[src/sv/scf_pkg.sv]
package scf_pkg;

    // Line length, sine resolution and sample width.
    localparam int DEPTH        = 2048;
    localparam int SINE_ENTRIES = 1024;
    localparam int SAMPLE_BITS  = 24;

    localparam int ADDR_W    = $clog2(DEPTH);
    localparam int SINE_BITS = $clog2(SINE_ENTRIES);

    // Configuration port.
    localparam int PADDR_W = 5;
    localparam int PDATA_W = 32;

    localparam logic [18:0] DELAY_ONE_RST   = 19'd86016;
    localparam logic [18:0] DELAY_TWO_RST   = 19'd172032;
    localparam logic [30:0] PHASE_STEP_RST  = 31'd44739;
    localparam logic [31:0] PHASE_OFFS_RST  = 32'd1073741824;
    localparam logic [14:0] FB_GAIN_RST     = 15'd0;
    localparam logic [15:0] WET_GAIN_RST    = 16'd16384;

    // Datapath operations, one per cycle, issued in this order per channel.
    localparam int OP_W = 5;
    localparam logic [OP_W-1:0] OP_IDLE    = 5'd0;
    localparam logic [OP_W-1:0] OP_ANGLE   = 5'd1;
    localparam logic [OP_W-1:0] OP_MUL_TT  = 5'd2;
    localparam logic [OP_W-1:0] OP_SAVE_T2 = 5'd3;
    localparam logic [OP_W-1:0] OP_MUL_T2K = 5'd4;
    localparam logic [OP_W-1:0] OP_INNER   = 5'd5;
    localparam logic [OP_W-1:0] OP_MUL_T2I = 5'd6;
    localparam logic [OP_W-1:0] OP_OUTER   = 5'd7;
    localparam logic [OP_W-1:0] OP_MUL_TZ  = 5'd8;
    localparam logic [OP_W-1:0] OP_SINE    = 5'd9;
    localparam logic [OP_W-1:0] OP_MUL_D1  = 5'd10;
    localparam logic [OP_W-1:0] OP_MUL_D2  = 5'd11;
    localparam logic [OP_W-1:0] OP_DSUM    = 5'd12;
    localparam logic [OP_W-1:0] OP_DCLAMP  = 5'd13;
    localparam logic [OP_W-1:0] OP_ADDR_FB = 5'd14;
    localparam logic [OP_W-1:0] OP_WRITE   = 5'd15;
    localparam logic [OP_W-1:0] OP_MUL_X0  = 5'd16;
    localparam logic [OP_W-1:0] OP_MUL_X1  = 5'd17;
    localparam logic [OP_W-1:0] OP_WET     = 5'd18;
    localparam logic [OP_W-1:0] OP_MUL_DRY = 5'd19;
    localparam logic [OP_W-1:0] OP_MUL_WET = 5'd20;
    localparam logic [OP_W-1:0] OP_MIX     = 5'd21;

    typedef struct packed {
        logic signed [SAMPLE_BITS-1:0] left_in;
        logic signed [SAMPLE_BITS-1:0] right_in;
    } t_in_item;

    typedef struct packed {
        logic signed [SAMPLE_BITS-1:0] left_out;
        logic signed [SAMPLE_BITS-1:0] right_out;
    } t_out_item;

    typedef struct packed {
        logic [18:0] delay_one;
        logic [18:0] delay_two;
        logic [30:0] phase_step;
        logic [31:0] right_phase_offset;
        logic [14:0] feedback_gain;
        logic [15:0] wet_gain;
    } t_cfg;

    typedef struct packed {
        logic            start;
        logic            clear;
        logic            load_out;
        logic            chan;
        logic [OP_W-1:0] op;
    } t_cmd;

    typedef struct packed {
        logic wi_last;
    } t_stat;

endpackage

[src/sv/scf_regs.sv]
module scf_regs import scf_pkg::*; (
    input  logic               i_clk,
    input  logic               i_rst_n,
    input  logic               psel,
    input  logic               penable,
    input  logic               pwrite,
    input  logic [PADDR_W-1:0] paddr,
    input  logic [PDATA_W-1:0] pwdata,
    output logic [PDATA_W-1:0] prdata,
    output logic               pready,
    output t_cfg               o_cfg
);

    localparam logic [2:0] REG_DELAY_ONE  = 3'd0;
    localparam logic [2:0] REG_DELAY_TWO  = 3'd1;
    localparam logic [2:0] REG_PHASE_STEP = 3'd2;
    localparam logic [2:0] REG_PHASE_OFFS = 3'd3;
    localparam logic [2:0] REG_FB_GAIN    = 3'd4;
    localparam logic [2:0] REG_WET_GAIN   = 3'd5;

    t_cfg       r_cfg;
    logic [2:0] reg_idx;
    logic       wr_en;

    assign pready  = 1'b1;
    assign reg_idx = paddr[4:2];
    assign wr_en   = psel && penable && pwrite;
    assign o_cfg   = r_cfg;

    always_ff @(posedge i_clk) begin
        if (!i_rst_n) begin
            r_cfg.delay_one          <= DELAY_ONE_RST;
            r_cfg.delay_two          <= DELAY_TWO_RST;
            r_cfg.phase_step         <= PHASE_STEP_RST;
            r_cfg.right_phase_offset <= PHASE_OFFS_RST;
            r_cfg.feedback_gain      <= FB_GAIN_RST;
            r_cfg.wet_gain           <= WET_GAIN_RST;
        end else if (wr_en) begin
            case (reg_idx)
                REG_DELAY_ONE:  r_cfg.delay_one          <= pwdata[18:0];
                REG_DELAY_TWO:  r_cfg.delay_two          <= pwdata[18:0];
                REG_PHASE_STEP: r_cfg.phase_step         <= pwdata[30:0];
                REG_PHASE_OFFS: r_cfg.right_phase_offset <= pwdata;
                REG_FB_GAIN:    r_cfg.feedback_gain      <= pwdata[14:0];
                REG_WET_GAIN:   r_cfg.wet_gain           <= pwdata[15:0];
                default: begin
                end
            endcase
        end
    end

    always_comb begin
        case (reg_idx)
            REG_DELAY_ONE:  prdata = PDATA_W'(r_cfg.delay_one);
            REG_DELAY_TWO:  prdata = PDATA_W'(r_cfg.delay_two);
            REG_PHASE_STEP: prdata = PDATA_W'(r_cfg.phase_step);
            REG_PHASE_OFFS: prdata = PDATA_W'(r_cfg.right_phase_offset);
            REG_FB_GAIN:    prdata = PDATA_W'(r_cfg.feedback_gain);
            REG_WET_GAIN:   prdata = PDATA_W'(r_cfg.wet_gain);
            default:        prdata = '0;
        endcase
    end

endmodule

[config.mk]
export PLATFORM = sky130hd
export DESIGN_NAME = scf_regs
export DESIGN_NICKNAME = d
export VERILOG_FILES = /design/src/sv/scf_pkg.sv /design/src/sv/scf_regs.sv
export SDC_FILE = /design/constraint.sdc
export NUM_CORES = 1
export LEC_CHECK = 0
export ABC_AREA = 1
export BUFFER_PORTS_ARGS = -buffer_cell sky130_fd_sc_hd__buf_2
export CAP_MARGIN = 10
export CORE_MARGIN = 2
export CORE_UTILIZATION = 46
export DETAILED_ROUTE_END_ITERATION = 7
export MAX_ROUTING_LAYER = met4
export PLACE_DENSITY = 0.8
export SETUP_SLACK_MARGIN = 0.15
export SLEW_MARGIN = 20
export SYNTH_ARGS = -nofsm -noshare
export SYNTH_HDL_FRONTEND = slang
export SYNTH_SLANG_ARGS = --single-unit
[constraint.sdc]
create_clock -name i_clk -period 1.5 [get_ports i_clk]
set_input_delay 0.3 -clock i_clk [delete_from_list [all_inputs] [get_ports i_clk]]
set_output_delay 0.3 -clock i_clk [all_outputs]
set_load 0.1 [all_outputs]
# After elaboration in Yosys (flattened, before gate mapping)
# Index checks and enable logic that the tools add are counted.
op_classes:
  addsub: 0
  multipliers: 0
  div: 0
  n_lt_le_gt_ge: 0
  n_eq_ne: 5
  n_shift: 0
  muxes: 1
  bitwise: 0
  reduce_logical: 9
ops:
  columns: ["op", "count"]
  rows:
  - ["$pmux W32 S6", 1]
  - ["$reduce_and A2 Y1", 6]
  - ["$eq A3 B2 Y1 const B", 2]
  - ["$eq A3 B3 Y1 const B", 2]
  - ["$eq A3 B1 Y1 const B", 1]
  - ["$logic_not A3 Y1", 1]
  - ["$logic_and A1 B1 Y1", 2]
totals:
  register_bits: 132
  latch_bits: 0
  ramBits: 0
  rom_bits: 0
  out_inout_bits: 165
  elab_cells: 21
  mem_count: 0

# Depth between registers and ports, before layout
logic_depth:
  ltp_word: 3
  depth_mapped: 10
  mapped_depth_nobuf: 7

# Worst setup path before layout
# OpenSTA, ideal clock, no wires.
synth_timing:
  path_kind: "reg-to-output"
  from: "reg r_cfg (netlist bit o_cfg[62])"
  to: "out prdata[31]"
  t_arrival_ns: 2.330
  required_ns: 1.200
  setup_slack_ns: -1.130
  stages_incl_launch_ff: 3
  path_buffers: 0
  path_cell_list: "dfxtp_1 > inv_1 > nor2_1"
synth_between:
  elab_chain_cells: 1
synth_lines:
  columns: ["element", "line", "rtl"]
  rows:
  - ["start: declaration", "scf_regs.sv:21", "t_cfg r_cfg;"]
  - ["$pmux W32 S6", "scf_regs.sv:53", "case (reg_idx)"]
  - ["end: declaration", "scf_regs.sv:9", "output logic [PDATA_W-1:0] prdata,"]
# Every way passes these cells.

# Worst setup path in the final report
layout_timing:
  from: "reg r_cfg (netlist bit o_cfg[12])"
  to: "out prdata[12]"
# The elaborated chain is that of the path after synthesis.

==> flow_summary.json <==
{
  "dieArea_mm2": 0.0150,
  "powerDensity_mw_per_mm2": 845,
  "synthCells": 1041,
  "coreArea_mm2": 0.0138,
  "worstSetupPathType": "reg2out",
  "rr_endpoint": "o_cfg[116]",
  "clk_latency_ns": 0.44,
  "drc": 43,
  "drv_cap": 0,
  "numCtsBuffers": 17,
  "crit_path_end_kind": "output pin",
  "htree_levels": 4,
  "rsz0062_at_grt": "true",
  "synth_area_leaders": "dfxtp_1, nor2_1, nand2_1",
  "row_count": 43,
  "gp_congestion": 0.904,
  "required_ns": 1.20,
  "dr.pass1.iters": 8,
  "setup_ws_ns": -0.384,
  "worstPathArrival_ns": 1.58,
  "rrSetupSlack_ns": 0.58,
  "grt_pass1_vias": 8784,
  "startpoint": "o_cfg[12]",
  "syn_nets": 1083,
  "antenna_found_initial": 1,
  "cts.sinks": 132,
  "antenna_left": 0,
  "grt_util_all_layers_pct": 42.4,
  "peakVddDrop_uv": 726,
  "period_share_pct": 126,
  "ys_ff_latch": 132,
  "netlist_area_mm2": 0.00644,
  "die_w_um": 122,
  "cts_tree": "yes",
  "yosysWarnings": 0,
  "cts_hold_buf": 0,
  "syn_avg_cell_area_um2": 6.19,
  "via_per_inst": 6.51,
  "largest_register_ffs": 132,
  "finalWirelength_mm": 37.8,
  "placed_area_mm2": 0.00951,
  "critical_path.max_fanout": 2,
  "power_w": 0.0102,
  "status": "finished, violations left",
  "finalNetCount": 1339,
  "fin_area_mm2": 0.0120,
  "hp-class": "in2reg",
  "initial_core_util_pct": 46.8,
  "grt-ovfl-total": 0,
  "finClkSkew_ns": 0,
  "p_leak_nw": 5.26,
  "ff2ff_path_depth": 2,
  "synthToLayoutAreaGrowth_pct": 86.8,
  "fin_crit_ns": 1.88,
  "ys_seq_area_share_pct": 41.0,
  "io_pins": 207,
  "place_ws_ns": -0.314,
  "grt_max_degree": 38,
  "yosys.area.top_type_share_pct": 41.0,
  "cts.path.max_buffers": 2,
  "setup_viol": 33,
  "path_clk_slew_ns": 0.06,
  "port_buffers": 203,
  "clockRootBuffer": "clkbuf_16",
  "routedWlPerCell_um": 25.3,
  "grt_pass1_wl_mm": 47.2,
  "drtIter0Drc": 2063,
  "slew_violations": 0,
  "max_stage_delay_ns": 0.36,
  "timing.fmax_mhz": 531,
  "hold_violations": 0,
  "crit_chain": "nand4_1 -> nand2_1 -> nor2_1 -> buf_4 -> nand2_4 -> buf_12",
  "crit_path_end": "prdata[12]",
  "hpwl_mm": 16.7,
  "start_kind": "flip-flop",
  "r2r_start": "o_cfg[116]",
  "yosysUniqueCellTypes": 20,
  "drive_gt1_share_pct": 46.8,
  "violations": "DRC, setup timing",
  "synth_top_area_cell": "dfxtp_1",
  "slowest_stage": "dfxtp_4",
  "vias": 9712,
  "die_h_um": 122
}
-- placed cells by master, fill, tap and decap left out, drive strengths merged --
cell / n
clkinvlp: 4
clkinv: 5
a21oi: 4
o21ai: 2
nand2: 300
buf: 303
nand3: 108
inv: 76
conb: 1
dfxtp: 132
diode: 1
nor2: 305
bufbuf: 1
nand4: 46
bufinv: 5
clkbuf: 18
-- what timing repair did --
| item | CTS | global route |
|---|---|---|
| buffers inserted | 15 | 10 |
| pin swaps | 11 | 26 |
| endpoints found under the hold margin | 0 | 0 |
| endpoints found under the setup margin | 164 | 77 |
| gates resized for setup | 353 | 113 |
| gates cloned | 5 | 2 |
-- worst min-delay path by stage --
stage	startpoint	endpoint	slack, ns	cells past startpoint
floorplan	pwdata[13]	o_cfg[107]	0.43	2
global placement	o_cfg[127]	o_cfg[127]	0.44	2
detailed placement	o_cfg[78]	o_cfg[78]	0.45	2
CTS	pwdata[17]	o_cfg[111]	0.09	3
global route	pwdata[7]	o_cfg[70]	0.10	3
finish	pwdata[14]	o_cfg[14]	0.11	3
-- cells by family after synthesis --
family,synth area share [%]
other cells,0.0582
compound gates,0.466
flops,41.0
simple gates,48.9
buf+inv,9.52
-- area by class of cell --
cell class,count,area [um^2]
multi-input cells,766,4170
repair buffers,304,3840
flip-flops and latches,132,2850
fillers,557,1740
clock buffers,18,429
inverters,75,307
well taps,180,225
clock inverters,14,209
repair inverters,1,6.26
diodes,1,2.50
-- synth_stat cells --
cell type  count
a21oi_1        4
buf_1         13
buf_2         25
buf_4          8
buf_6          1
clkbuf_1      23
conb_1         1
dfxtp_1      132
inv_1         72
inv_2          3
nand2_1      297
nand2_2        2
nand3_1      104
nand3_2        2
nand3_4        1
nand4_1       46
nor2_1       299
nor2_2         2
nor2_4         4
o21ai_0        2
-- critical path: cells and delay by family, from the launching register on --
| kind | cells | cell delay, ns |
|---|---|---|
| AND/OR/NAND/NOR | 4 | 0.46 |
| flip-flops | 1 | 0.36 |
| buffers and inverters | 2 | 0.32 |
-- power by group --
| part | internal (W) | switching (W) |
|---|---|---|
| Clock | 0.00294 | 0.00174 |
| Sequential | 0.00353 | 0.0000717 |
| Combinational | 0.000599 | 0.00128 |
| Total | 0.00707 | 0.00310 |
-- stage by stage --
stage	std cells	TNS, ns	util (%)	hold WS [ns]
after global routing	1491	-8.17	87.4	0.103
after CTS	1478	-4.18	83.5	0.0906
final	1491	-7.62	87.4	0.106
after floorplan	1041	-4.59	-	0.426
after global placement	1426	-12.46	69.0	0.442
after detailed placement	1426	-15.91	69.0	0.452
-- layer usage --
metal  share of wire (%)  wire [um]  vias to the layer above  GRT usage [%]
met2                  44      16600                     1183           67.0
li1                    -          -                     3743              -
met3                  15       5490                      480           11.6
met4                  11       3990                        0           28.7
met1                  31      11700                     4306           46.7
met5                   0          0                        -              -
No activity file was read; power rests on OpenSTA's default activity.
