$ cat config.mk
export PLATFORM = sky130hd
export DESIGN_NAME = scf_ctrl
export DESIGN_NICKNAME = d
export VERILOG_FILES = /design/src/sv/scf_pkg.sv /design/src/sv/scf_ctrl.sv
export SDC_FILE = /design/constraint.sdc
export NUM_CORES = 1
export LEC_CHECK = 0
export BUFFER_PORTS_ARGS = -buffer_cell sky130_fd_sc_hd__buf_4
export CAP_MARGIN = 15
export CORE_MARGIN = 1.5
export CORE_UTILIZATION = 46
export CTS_CLUSTER_DIAMETER = 30
export CTS_CLUSTER_SIZE = 40
export DETAILED_ROUTE_END_ITERATION = 16
export GPL_TIMING_DRIVEN = 0
export PLACE_DENSITY = 0.71
export SYNTH_ARGS = -nofsm -noshare
export SYNTH_HDL_FRONTEND = slang
export SYNTH_SLANG_ARGS = --single-unit
$ cat constraint.sdc
create_clock -name i_clk -period 1.62 [get_ports i_clk]
set_input_delay 0.162 -clock i_clk [delete_from_list [all_inputs] [get_ports i_clk]]
set_output_delay 0.162 -clock i_clk [all_outputs]
set_load 0.02 [all_outputs]
$ cat src/sv/scf_pkg.sv
package scf_pkg;

    // Line length, sine resolution and sample width.
    localparam int DEPTH        = 2048;
    localparam int SINE_ENTRIES = 1024;
    localparam int SAMPLE_BITS  = 24;

    localparam int ADDR_W    = $clog2(DEPTH);
    localparam int SINE_BITS = $clog2(SINE_ENTRIES);

    // Configuration port.
    localparam int PADDR_W = 5;
    localparam int PDATA_W = 32;

    localparam logic [18:0] DELAY_ONE_RST   = 19'd86016;
    localparam logic [18:0] DELAY_TWO_RST   = 19'd172032;
    localparam logic [30:0] PHASE_STEP_RST  = 31'd44739;
    localparam logic [31:0] PHASE_OFFS_RST  = 32'd1073741824;
    localparam logic [14:0] FB_GAIN_RST     = 15'd0;
    localparam logic [15:0] WET_GAIN_RST    = 16'd16384;

    // Datapath operations, one per cycle, issued in this order per channel.
    localparam int OP_W = 5;
    localparam logic [OP_W-1:0] OP_IDLE    = 5'd0;
    localparam logic [OP_W-1:0] OP_ANGLE   = 5'd1;
    localparam logic [OP_W-1:0] OP_MUL_TT  = 5'd2;
    localparam logic [OP_W-1:0] OP_SAVE_T2 = 5'd3;
    localparam logic [OP_W-1:0] OP_MUL_T2K = 5'd4;
    localparam logic [OP_W-1:0] OP_INNER   = 5'd5;
    localparam logic [OP_W-1:0] OP_MUL_T2I = 5'd6;
    localparam logic [OP_W-1:0] OP_OUTER   = 5'd7;
    localparam logic [OP_W-1:0] OP_MUL_TZ  = 5'd8;
    localparam logic [OP_W-1:0] OP_SINE    = 5'd9;
    localparam logic [OP_W-1:0] OP_MUL_D1  = 5'd10;
    localparam logic [OP_W-1:0] OP_MUL_D2  = 5'd11;
    localparam logic [OP_W-1:0] OP_DSUM    = 5'd12;
    localparam logic [OP_W-1:0] OP_DCLAMP  = 5'd13;
    localparam logic [OP_W-1:0] OP_ADDR_FB = 5'd14;
    localparam logic [OP_W-1:0] OP_WRITE   = 5'd15;
    localparam logic [OP_W-1:0] OP_MUL_X0  = 5'd16;
    localparam logic [OP_W-1:0] OP_MUL_X1  = 5'd17;
    localparam logic [OP_W-1:0] OP_WET     = 5'd18;
    localparam logic [OP_W-1:0] OP_MUL_DRY = 5'd19;
    localparam logic [OP_W-1:0] OP_MUL_WET = 5'd20;
    localparam logic [OP_W-1:0] OP_MIX     = 5'd21;

    typedef struct packed {
        logic signed [SAMPLE_BITS-1:0] left_in;
        logic signed [SAMPLE_BITS-1:0] right_in;
    } t_in_item;

    typedef struct packed {
        logic signed [SAMPLE_BITS-1:0] left_out;
        logic signed [SAMPLE_BITS-1:0] right_out;
    } t_out_item;

    typedef struct packed {
        logic [18:0] delay_one;
        logic [18:0] delay_two;
        logic [30:0] phase_step;
        logic [31:0] right_phase_offset;
        logic [14:0] feedback_gain;
        logic [15:0] wet_gain;
    } t_cfg;

    typedef struct packed {
        logic            start;
        logic            clear;
        logic            load_out;
        logic            chan;
        logic [OP_W-1:0] op;
    } t_cmd;

    typedef struct packed {
        logic wi_last;
    } t_stat;

endpackage

$ cat src/sv/scf_ctrl.sv
module scf_ctrl import scf_pkg::*; (
    input  logic  i_clk,
    input  logic  i_rst_n,
    input  logic  i_in_valid,
    output logic  o_in_ready,
    output logic  o_out_valid,
    input  logic  i_out_ready,
    input  t_stat i_stat,
    output t_cmd  o_cmd
);

    localparam logic [1:0] ST_CLEAR = 2'd0;
    localparam logic [1:0] ST_IDLE  = 2'd1;
    localparam logic [1:0] ST_RUN   = 2'd2;
    localparam logic [1:0] ST_DONE  = 2'd3;

    logic [1:0]      r_state, n_state;
    logic [OP_W-1:0] r_op, n_op;
    logic            r_chan, n_chan;
    logic            r_out_valid, n_out_valid;

    always_comb begin
        n_state = r_state;
        n_op    = r_op;
        n_chan  = r_chan;
        o_cmd   = '0;
        case (r_state)
            ST_CLEAR: begin
                o_cmd.clear = 1'b1;
                if (i_stat.wi_last) begin
                    n_state = ST_IDLE;
                end
            end
            ST_IDLE: begin
                if (i_in_valid) begin
                    o_cmd.start = 1'b1;
                    n_state     = ST_RUN;
                    n_op        = OP_ANGLE;
                    n_chan      = 1'b0;
                end
            end
            ST_RUN: begin
                o_cmd.op   = r_op;
                o_cmd.chan = r_chan;
                if (r_op == OP_MIX) begin
                    if (!r_chan) begin
                        n_chan = 1'b1;
                        n_op   = OP_ANGLE;
                    end else begin
                        n_state = ST_DONE;
                    end
                end else begin
                    n_op = r_op + 1'b1;
                end
            end
            ST_DONE: begin
                // The finished pair waits here until the output register is free.
                if (!r_out_valid || i_out_ready) begin
                    o_cmd.load_out = 1'b1;
                    n_state        = ST_IDLE;
                end
            end
            default: begin
                n_state = ST_IDLE;
            end
        endcase

        if (o_cmd.load_out) begin
            n_out_valid = 1'b1;
        end else if (i_out_ready) begin
            n_out_valid = 1'b0;
        end else begin
            n_out_valid = r_out_valid;
        end
    end

    always_ff @(posedge i_clk) begin
        if (!i_rst_n) begin
            r_state     <= ST_CLEAR;
            r_op        <= OP_IDLE;
            r_chan      <= 1'b0;
            r_out_valid <= 1'b0;
        end else begin
            r_state     <= n_state;
            r_op        <= n_op;
            r_chan      <= n_chan;
            r_out_valid <= n_out_valid;
        end
    end

    assign o_in_ready  = (r_state == ST_IDLE);
    assign o_out_valid = r_out_valid;

`ifndef SYNTH
    a_start_seq: assert property (@(posedge i_clk) disable iff (!i_rst_n)
        (i_in_valid && o_in_ready) |=> (r_state == ST_RUN && r_op == OP_ANGLE && !r_chan))
        else $error("request did not start the left channel sequence");

    a_end_seq: assert property (@(posedge i_clk) disable iff (!i_rst_n)
        (r_state == ST_RUN && r_op == OP_MIX && r_chan) |=> (r_state == ST_DONE))
        else $error("right channel mix did not finish the request");

    a_no_overwrite: assert property (@(posedge i_clk) disable iff (!i_rst_n)
        (o_out_valid && !i_out_ready) |-> !o_cmd.load_out)
        else $error("pending result overwritten");
`endif

endmodule

Yosys cells after proc, flatten, opt, wreduce, memory -nomap -nowiden
Cells that the tools add are included.

Output and inout port bits: 11. Word-level logic and storage cells: 44. Bits of input ports: 5. Flip-flop bits (word level): 9.

Reduce and logical (&&, ||, !) cells: 8. Mux-type cells: 21. Equality and inequality tests: 10. $add $sub $neg: 1.

Operators with widths (count): $mux W5 (3); $mux W2 (5); $ne A2 B2 Y1 const B (5); $pmux W5 S2 (1); $mux W1 (9); $pmux W2 S4 (1); $mux W6 (1); $reduce_and A3 Y1 (2); $add A5 B1 Y5 const B (1); $eq A5 B5 Y1 const B (1); $reduce_and A5 Y1 (1); $eq A2 B2 Y1 const B (2); $reduce_bool A2 Y1 (2); $ne A3 B3 Y1 const B (1); $eq A2 B1 Y1 const B (1); $logic_not A2 Y1 (1); $pmux W1 S2 (1); $logic_not A1 Y1 (1); $logic_or A1 B1 Y1 (1).

Logic depth before layout (Yosys ltp)
Gate-level depths: netlist (run 1).

Depth in word-level cells: 5. Depth in mapped cells: 6. Mapped depth without buffers: 6.

Least setup slack after synthesis (run 1)
OpenSTA, ideal clock, no wires.

Path kind: register -> register. From: register r_state[0]. To: register r_state[0]. Period minus slack after synthesis: 1.633 ns. Required time: 1.503 ns. Setup slack: -0.013 ns. Arrival: 1.516 ns. Buffers on the path: 0. Setup time: 0.117 ns. Stages on the path, launching flop included: 7. Cells stage by stage: dfxtp_1 > inv_1 > ha_1 > nor2b_1 > a2111oi_4 > nand2_1 > a32o_1.

Cells in the longest elaborated chain, start to end: 3. Elaborated cells between the ends (all ways): 11. Those cells by class: eq/ne (8); mux (1); reduce/logical (2).

RTL lines: start, declared (line scf_ctrl.sv:17) `logic [1:0] r_state, n_state;`; start signal, assigned (line scf_ctrl.sv:84) `r_state <= n_state;`; $eq A2 B2 Y1 (tied with other cells) (line scf_ctrl.sv:27) `case (r_state)`; $ne A2 B2 Y1 (no line); $reduce_and A5 Y1 (no line).

Parallel ways exist; a longest one is shown, timed or not. A chain may end at the register's enable or synchronous reset.

Worst setup path in the final report (run 1)
From: register r_op[1]. To: register r_state[0].

Cells in the longest elaborated chain, start to end: 3.

RTL lines: start, declared (line scf_ctrl.sv:18) `logic [OP_W-1:0] r_op, n_op;`; start signal, assigned (line scf_ctrl.sv:85) `r_op <= n_op;`; $eq A5 B5 Y1 (line scf_ctrl.sv:45) `if (r_op == OP_MIX) begin`; $ne A2 B2 Y1 (no line); $reduce_and A5 Y1 (no line).

Every way passes these cells.

==> results of run 1 <==
==> layout make-up <==
type / count / area [sq um] / area share, %
buffer: 3 / 25.02 / 2.774
clock buffer: 4 / 26.28 / 2.913
inverter: 3 / 11.26 / 1.248
multi-input combinational: 60 / 498.0 / 55.20
sequential: 9 / 187.7 / 20.80
tap: 15 / 18.77 / 2.080
timing repair buffer: 18 / 135.1 / 14.98
==> what timing repair did <==
action / CTS / global route
endpoints found under the setup margin: 11 / 9
setup buffers: 1 / 2
pin swaps: 1 / 3
gates resized for setup: 8 / 8
==> worst min-delay path by stage <==
| stage | start | end |
|---|---|---|
| floorplan | i_in_valid | r_state[0] |
| global placement | i_out_ready | o_out_valid |
| detailed placement | i_out_ready | o_out_valid |
| CTS | i_out_ready | o_out_valid |
| global route | i_out_ready | o_out_valid |
| finish | i_out_ready | o_out_valid |
==> per-layer routing <==
metal / wire length (um) / part of all wire, % / up-vias
met5: 0 / 0 / -
met4: 20 / 1.3 / 0
met3: 73 / 4.8 / 4
met2: 703 / 46 / 27
met1: 729 / 48 / 284
li1: - / - / 312
==> logic make-up after synthesis <==
family | after synthesis | synth area share, %
compound gates | 19 | 23.05
fa+ha+maj | 6 | 11.15
buf+inv | 6 | 3.904
flops | 9 | 26.77
mux | 2 | 3.160
simple gates | 33 | 31.97
==> Yosys cell counts (2+ instances only) <==
cell type	n
a21oi_1	3
and2_1	7
clkbuf_1	2
dfxtp_1	9
ha_1	6
inv_1	3
nand2_1	7
nor2_1	2
nor2b_1	7
o21ai_0	4
==> metrics by stage <==
stage                     hold WS [ps]  TNS, ps  utilization, %  power [W]
after floorplan                  373.4        0               -  0.0006062
after CTS                        208.1        0           65.29  0.0009805
final                            218.9        0           67.64  0.0009964
after detailed placement         498.4   -297.4           60.69  0.0007309
after global routing             230.7   -133.9           67.64   0.001058
after global placement           493.5   -188.1           60.69  0.0007159
==> sequential cells by signal (all words and copies together), names as in the netlist <==
register,count
o_out_valid,1
r_op,5
r_chan,1
r_state,2
==> power by group through the flow <==
| stage | clock (W) | sequential [W] | combinational [W] |
|---|---|---|---|
| 6_report | 0.000188 | 0.000316 | 0.000492 |
| 5_1_grt | 0.000200 | 0.000323 | 0.000535 |
| 4_1_cts | 0.000191 | 0.000309 | 0.000480 |
| 3_5_place_dp | 0 | 0.000301 | 0.000429 |
| 3_3_place_gp | 0 | 0.000298 | 0.000418 |
| 2_1_floorplan | 0 | 0.000295 | 0.000312 |
==> tightest hold or removal path: cells and delay by family <==
family	cells	cell delay, ps
AO/OA/AOI/OAI	1	150
AND/OR/NAND/NOR	1	40
buffers and inverters	1	80
==> reports/qor.yml, run 1 <==
synthesis:
  netlist_area_sq_um: 673.1
  synthTopCellsByArea: "dfxtp_1, ha_1, and2_1, nor2b_1, a2111oi_4"
  syn_avg_cell_area_sq_um: 8.975
  yosysTopAreaCellShare_pct: 26.77
  ys_seq_elements: 9
  ys.flop_type: "dfxtp_1"
  ys_warn_count: 0
  synth_cell_types: 35
  syn_inst: 75
  ys_seq_area_share_pct: 26.77
  synth_area_leader_cell: "dfxtp_1"
  synth_fp_nets: 86
  async_reset_ff_share_pct: 0
  synth_edf_count: 0
place:
  placed_area_sq_um: 809.5
  hpwl_um: 1083
  preCtsSetupSlack_ps: -149.9
  gp_congestion: 0.8129
  portBuffers: 15
  dp.cells: 105
clocking:
  clock-sinks: 9
  numCtsBuffers: 3
  worstSkewPairLatency_ps: 270
  htree_levels: 1
  cts_hold_buf: 0
  clkTransAtPathRegs_ps: 70
  cts_tree: "yes"
  clockBufferDepth: 2
  cts_root_buf: "clkbuf_4"
drt:
  routed_wirelength_um: 1526
  postRouteAntennaNets: 0
  num_vias: 627
  wl_per_cell_um: 13.63
  routed_via_density: 5.598
  dr.pass1.iters: 4
  drt_iter0_markers: 29
  drc: 0
worst_setup_path:
  worstSetupPathType: "register to register"
  rr_worst_depth: 6
  required_ps: 1780
  reg2reg_slack_ps: 9
  critPathLaunch: "r_op[1]"
  cp_top_family: "compound AO/OA/AOI/OAI gates"
  rr_startpoint: "r_op[1]"
  worstPathMaxFanout: 3
  r2r_end: "r_state[0]"
  endpoint_kind: "register"
  arrival_ps: 1770
  max_stage_delay_ps: 410
  cp.depth: 6
  cp-endpoint: "r_state[0]"
  critical_path.cell_chain: "inv_2, ha_4, nand4b_4, a2111oi_4, nand2_1, a32o_1"
  critPathBufInv: 1
  cp_slowest_cell: "a2111oi_4"
  start_kind: "register"
grt:
  grt.busiest_layer: "met2"
  antenna_found_initial: 0
  grt-ovfl-total: 0
  grtUsageMet1_pct: 26.05
  grt_max_degree: 11
  grt_pass1_vias: 499
  grt.met2_usage_pct: 32.81
  grt_use_met3_pct: 4.891
  grt_pass1_wl_um: 2249
  grt_use_total_pct: 21.02
finish:
  insertedDiodeCount: 0
  final_common_cell: "buf_4"
  instances_no_fill: 112
  area_growth_pct: 34.01
  drive_gt1_share_pct: 44.33
  layout_common_cells: "buf_4, nor2b_1, and2_1, nand2_1, dfxtp_1"
  fin_nets: 109
  fillCellCount: 121
  design_area_sq_um: 902.1
timing:
  tightest_slew_ps: 443.5
  slew_violations: 0
  hold_viol: 0
  min_period_over_period_pct: 99.42
  skew_ps: 0.3410
  rsz0062_at_grt: "yes"
  setup_violations: 0
  fmax_ghz: 0.6209
  max-slew-margin-rel_pct: 70.43
  fin_ws_ps: 9.425
  post-route-min-period_ps: 1611
power:
  switching_share_pct: 39.25
  ir_worst_vdd_mv: 0.6666
  p_comb_share_pct: 49.4
  p_leak_nw: 0.4059
  p_int_w: 0.0006053
  clockPowerShare_pct: 18.8
  p_sw_w: 0.0003911
  seqPwrFrac_pct: 31.8
  powerDensity_mw_per_mm2: 1104
die:
  dieHeight_um: 41.26
  num_io_pins: 16
  dieArea_sq_mm: 0.001702
  initial_core_util_pct: 50.47
  core.rowCount: 13
  coreArea_sq_mm: 0.001334
  chipWidth_um: 41.26
worst_hold_path:
  hold_path_depth: 3
  min_path_type: "input pin to register"
flow_run:
  max_cap_viol_count: 0
outcome:
  status: "finished clean"
Power figures use the tool's default switching activity.
==> inputs of run 2 (changes only) <==
--- a/config.mk
+++ b/config.mk
@@ -5,15 +5,15 @@
 export SDC_FILE = /design/constraint.sdc
 export NUM_CORES = 1
 export LEC_CHECK = 0
+export ABC_AREA = 1
 export BUFFER_PORTS_ARGS = -buffer_cell sky130_fd_sc_hd__buf_4
-export CAP_MARGIN = 15
 export CORE_MARGIN = 1.5
-export CORE_UTILIZATION = 46
+export CORE_UTILIZATION = 45
 export CTS_CLUSTER_DIAMETER = 30
 export CTS_CLUSTER_SIZE = 40
 export DETAILED_ROUTE_END_ITERATION = 16
 export GPL_TIMING_DRIVEN = 0
-export PLACE_DENSITY = 0.71
+export PLACE_DENSITY = 0.7
 export SYNTH_ARGS = -nofsm -noshare
 export SYNTH_HDL_FRONTEND = slang
 export SYNTH_SLANG_ARGS = --single-unit
==> run 2 against run 1 <==
  * Clock power fell by 4%
  * Hold slack got worse by 70 ps
  * Worst setup slack improved by 120 ps
  * Final area down 12%
  * Sequential power up 9.2%
  * Global-route usage is 2.5 points lower
  * Largest cell class unchanged
  * Flip-flop and latch count unchanged
  * Clock-buffer cell count is the same
  * Routed wire length fell by 18%
  * Clock skew is 11 ps higher
  * Critical endpoint is now o_cmd[5]
  * Critical path depth stayed put
==> reports/qor.yml, run 2 <==
outcome:
  status: "finished clean"
clocking:
  cts_hold_buf: 0  # unchanged
  clkTransAtPathRegs_ps: 70  # about the same
  worstSkewPairLatency_ps: 270  # about the same
  clockBufferDepth: 2  # unchanged
  cts_tree: "yes"
  cts_root_buf: "clkbuf_4"
  clock-sinks: 9  # unchanged
  numCtsBuffers: 3  # unchanged
  htree_levels: 1  # unchanged
worst_setup_path:
  endpoint_kind: "primary output"
  worstPathMaxFanout: 10  # +7
  arrival_ps: 1320  # -450 ps
  start_kind: "register"
  required_ps: 1460  # -320 ps
  worstSetupPathType: "register to primary output"
die:
  core.rowCount: 13  # unchanged
  num_io_pins: 16  # unchanged
  dieHeight_um: 40.55  # -1.7%
  dieArea_sq_mm: 0.001644  # -3.4%
  chipWidth_um: 40.55  # -1.7%
  initial_core_util_pct: 48.75  # -1.7 points
  coreArea_sq_mm: 0.001301  # -2.4%
finish:
  top_register: "r_op"
  insertedDiodeCount: 0  # unchanged
  final_common_cell: "nand2_1"
  largest_reg_flops: 5  # unchanged
  reg_top3: "r_op x5, r_state x2"
  layout_common_cells: "nand2_1, inv_1, buf_4, a21oi_1"
  fillCellCount: 127  # +5.0%
  area_growth_pct: 25.05
  drive_gt1_share_pct: 21.31  # -23 points
  fin_nets: 134  # +23%
synthesis:
  syn_inst: 103  # +37%
  async_reset_ff_share_pct: 0  # unchanged
  synthTopCellsByCount: "nand2_1, inv_1, a21oi_1, dfxtp_1, nor2_1"
  ys_seq_elements: 9  # unchanged
  ys_warn_count: 0  # unchanged
  netlist_area_sq_um: 634.4  # -5.8%
  ys.flop_type: "dfxtp_1"
  synth.most_common_cell: "nand2_1"
  synthTopCellsByArea: "dfxtp_1, nand2_1, inv_1, ha_1, a21oi_1"
  synth_edf_count: 0  # unchanged
  ys_seq_area_share_pct: 28.40  # +1.6 points
  syn_avg_cell_area_sq_um: 6.159  # -31%
  synth_fp_nets: 114  # +33%
  yosysTopAreaCellShare_pct: 28.40  # +1.6 points
  synth_area_leader_cell: "dfxtp_1"
  synth_cell_types: 14  # -60%
power:
  clockPowerShare_pct: 16.7  # -2.1 points
  seqPwrFrac_pct: 31.9  # about the same
  power_w: 0.001081  # +8.5%
  p_sw_w: 0.0004856  # +24%
  p_leak_nw: 0.4510  # +11%
  powerDensity_mw_per_mm2: 1363  # +23%
  p_int_w: 0.0005954  # -1.6%
  p_comb_share_pct: 51.3  # +1.9 points
  switching_share_pct: 44.92  # +5.7 points
  ir_worst_vdd_mv: 0.8695  # +30%
timing:
  setup_violations: 0  # unchanged
  slew_violations: 0  # unchanged
  hold_viol: 0  # unchanged
  min_period_over_period_pct: 91.79  # -7.6 points
  rsz0062_at_grt: "no"
  hold_slack_ps: 148.8  # -70.09 ps
  fmax_ghz: 0.6725  # +8.3%
  post-route-min-period_ps: 1487  # -123.7 ps
  finalSetupTns_ps: 0  # unchanged
  tightest_slew_ps: 257.1  # -186.4 ps
  max-slew-margin-rel_pct: 82.84  # +12 points
  fin_ws_ps: 133.1  # +123.7 ps
  skew_ps: 11.28  # +10.94 ps
place:
  hpwl_um: 970.9  # -10%
  preCtsSetupSlack_ps: 137.8  # +287.7 ps
  portBuffers: 15  # unchanged
  gp_congestion: 0.7506  # -7.7%
grt:
  antenna_found_initial: 0  # unchanged
  grt_pass1_wl_um: 1883  # -16%
  grt_use_total_pct: 18.54  # -2.5 points
  grt_max_degree: 11  # unchanged
  grt-ovfl-total: 0  # unchanged
  grt_pass1_vias: 472  # -5.4%
drt:
  routed_wirelength_um: 1251  # -18%
  wl_per_cell_um: 9.131  # -33%
  drc: 0  # unchanged
  routed_via_density: 4.642  # -17%
  num_vias: 636  # +1.4%
  postRouteAntennaNets: 0  # unchanged
  drt_iter0_markers: 16  # -45%
  dr.pass1.iters: 3  # -1
flow_run:
  max_cap_viol_count: 0  # unchanged
worst_hold_path:
  min_path_type: "input pin to register"
==> run 2: cell types whose count changed after synthesis, moves of 2 or more <==
cell	previous run	this run
a21oi_1	3	9
nand4_1	0	2
inv_1	3	21
nor2_1	2	8
nand3_1	1	7
clkbuf_1	2	0
nand2_2	0	2
nand2_1	7	32
nor2b_1	7	0
and2_1	7	0
o21ai_0	4	2
==> run 2: worst max-delay path, stage by stage, from the launching register on <==
cell and delay [ps]:
dfxtp_2 350, inv_1 70, ha_1 200, buf_4 170, nand2_1 70, inv_1 60
buf_4 150
==> run 2: power by group through the flow <==
stage / Clock (W) / Combinational (W) / Sequential (W)
floorplan: 0 / 0.000414 / 0.000337
global placement: 0 / 0.000548 / 0.000347
detailed placement: 0 / 0.000551 / 0.000349
CTS: 0.000193 / 0.000557 / 0.000343
global route: 0.000204 / 0.000624 / 0.000357
finish: 0.000181 / 0.000555 / 0.000345
==> run 2: worst paths after layout <==
check	startpoint	end	slack, ps	cells after the start
setup / recovery	r_state[0]	o_cmd[5]	130	6
hold / removal	i_rst_n	r_op[0]	150	3
setup reg to reg	r_state[0]	r_op[3]	190	10
hold reg to reg	r_chan	r_chan	480	2
==> run 2: cells by family (layout without fill, tap and decap cells) <==
group	Yosys count	in the layout	share of synthesized area (%)
AO/OA/AOI/OAI	11	11	8.678
flip-flops	9	9	28.40
AND/OR/NAND/NOR	53	53	35.70
adder cells (fa/ha/maj)	6	6	11.83
buffers and inverters	24	43	15.38
==> run 2: layer usage <==
metal	wire, um	track usage, %
met5	0	0
met4	18	12.50
met3	49	8.333
met2	613	30.56
met1	569	18.48
==> run 2: final cells by class <==
| type | count | area, sq um | share of cell area (%) |
|---|---|---|---|
| clock buffers | 4 | 26.28 | 3.312 |
| well taps | 15 | 18.77 | 2.366 |
| plain buffers | 2 | 15.01 | 1.893 |
| inverters | 22 | 82.58 | 10.41 |
| flip-flops and latches | 9 | 181.4 | 22.87 |
| repair buffers | 15 | 112.6 | 14.20 |
| multi-input cells | 70 | 356.6 | 44.95 |
==> run 2: what timing repair did <==
item,4_1_cts,5_1_grt
endpoints found under the setup margin,0,2
endpoints found under the hold margin,0,0
gates resized for setup,0,1
buffers inserted,0,0
==> run 2: per-stage QoR <==
step                      instances  instance area (sq um)  utilization, %
after global placement          133                  765.7           58.85
after CTS                       137                  792.0           60.87
after global routing            137                  793.3           60.96
after floorplan                 103                  634.4               -
final                           137                  793.3           60.96
after detailed placement        133                  765.7           58.85
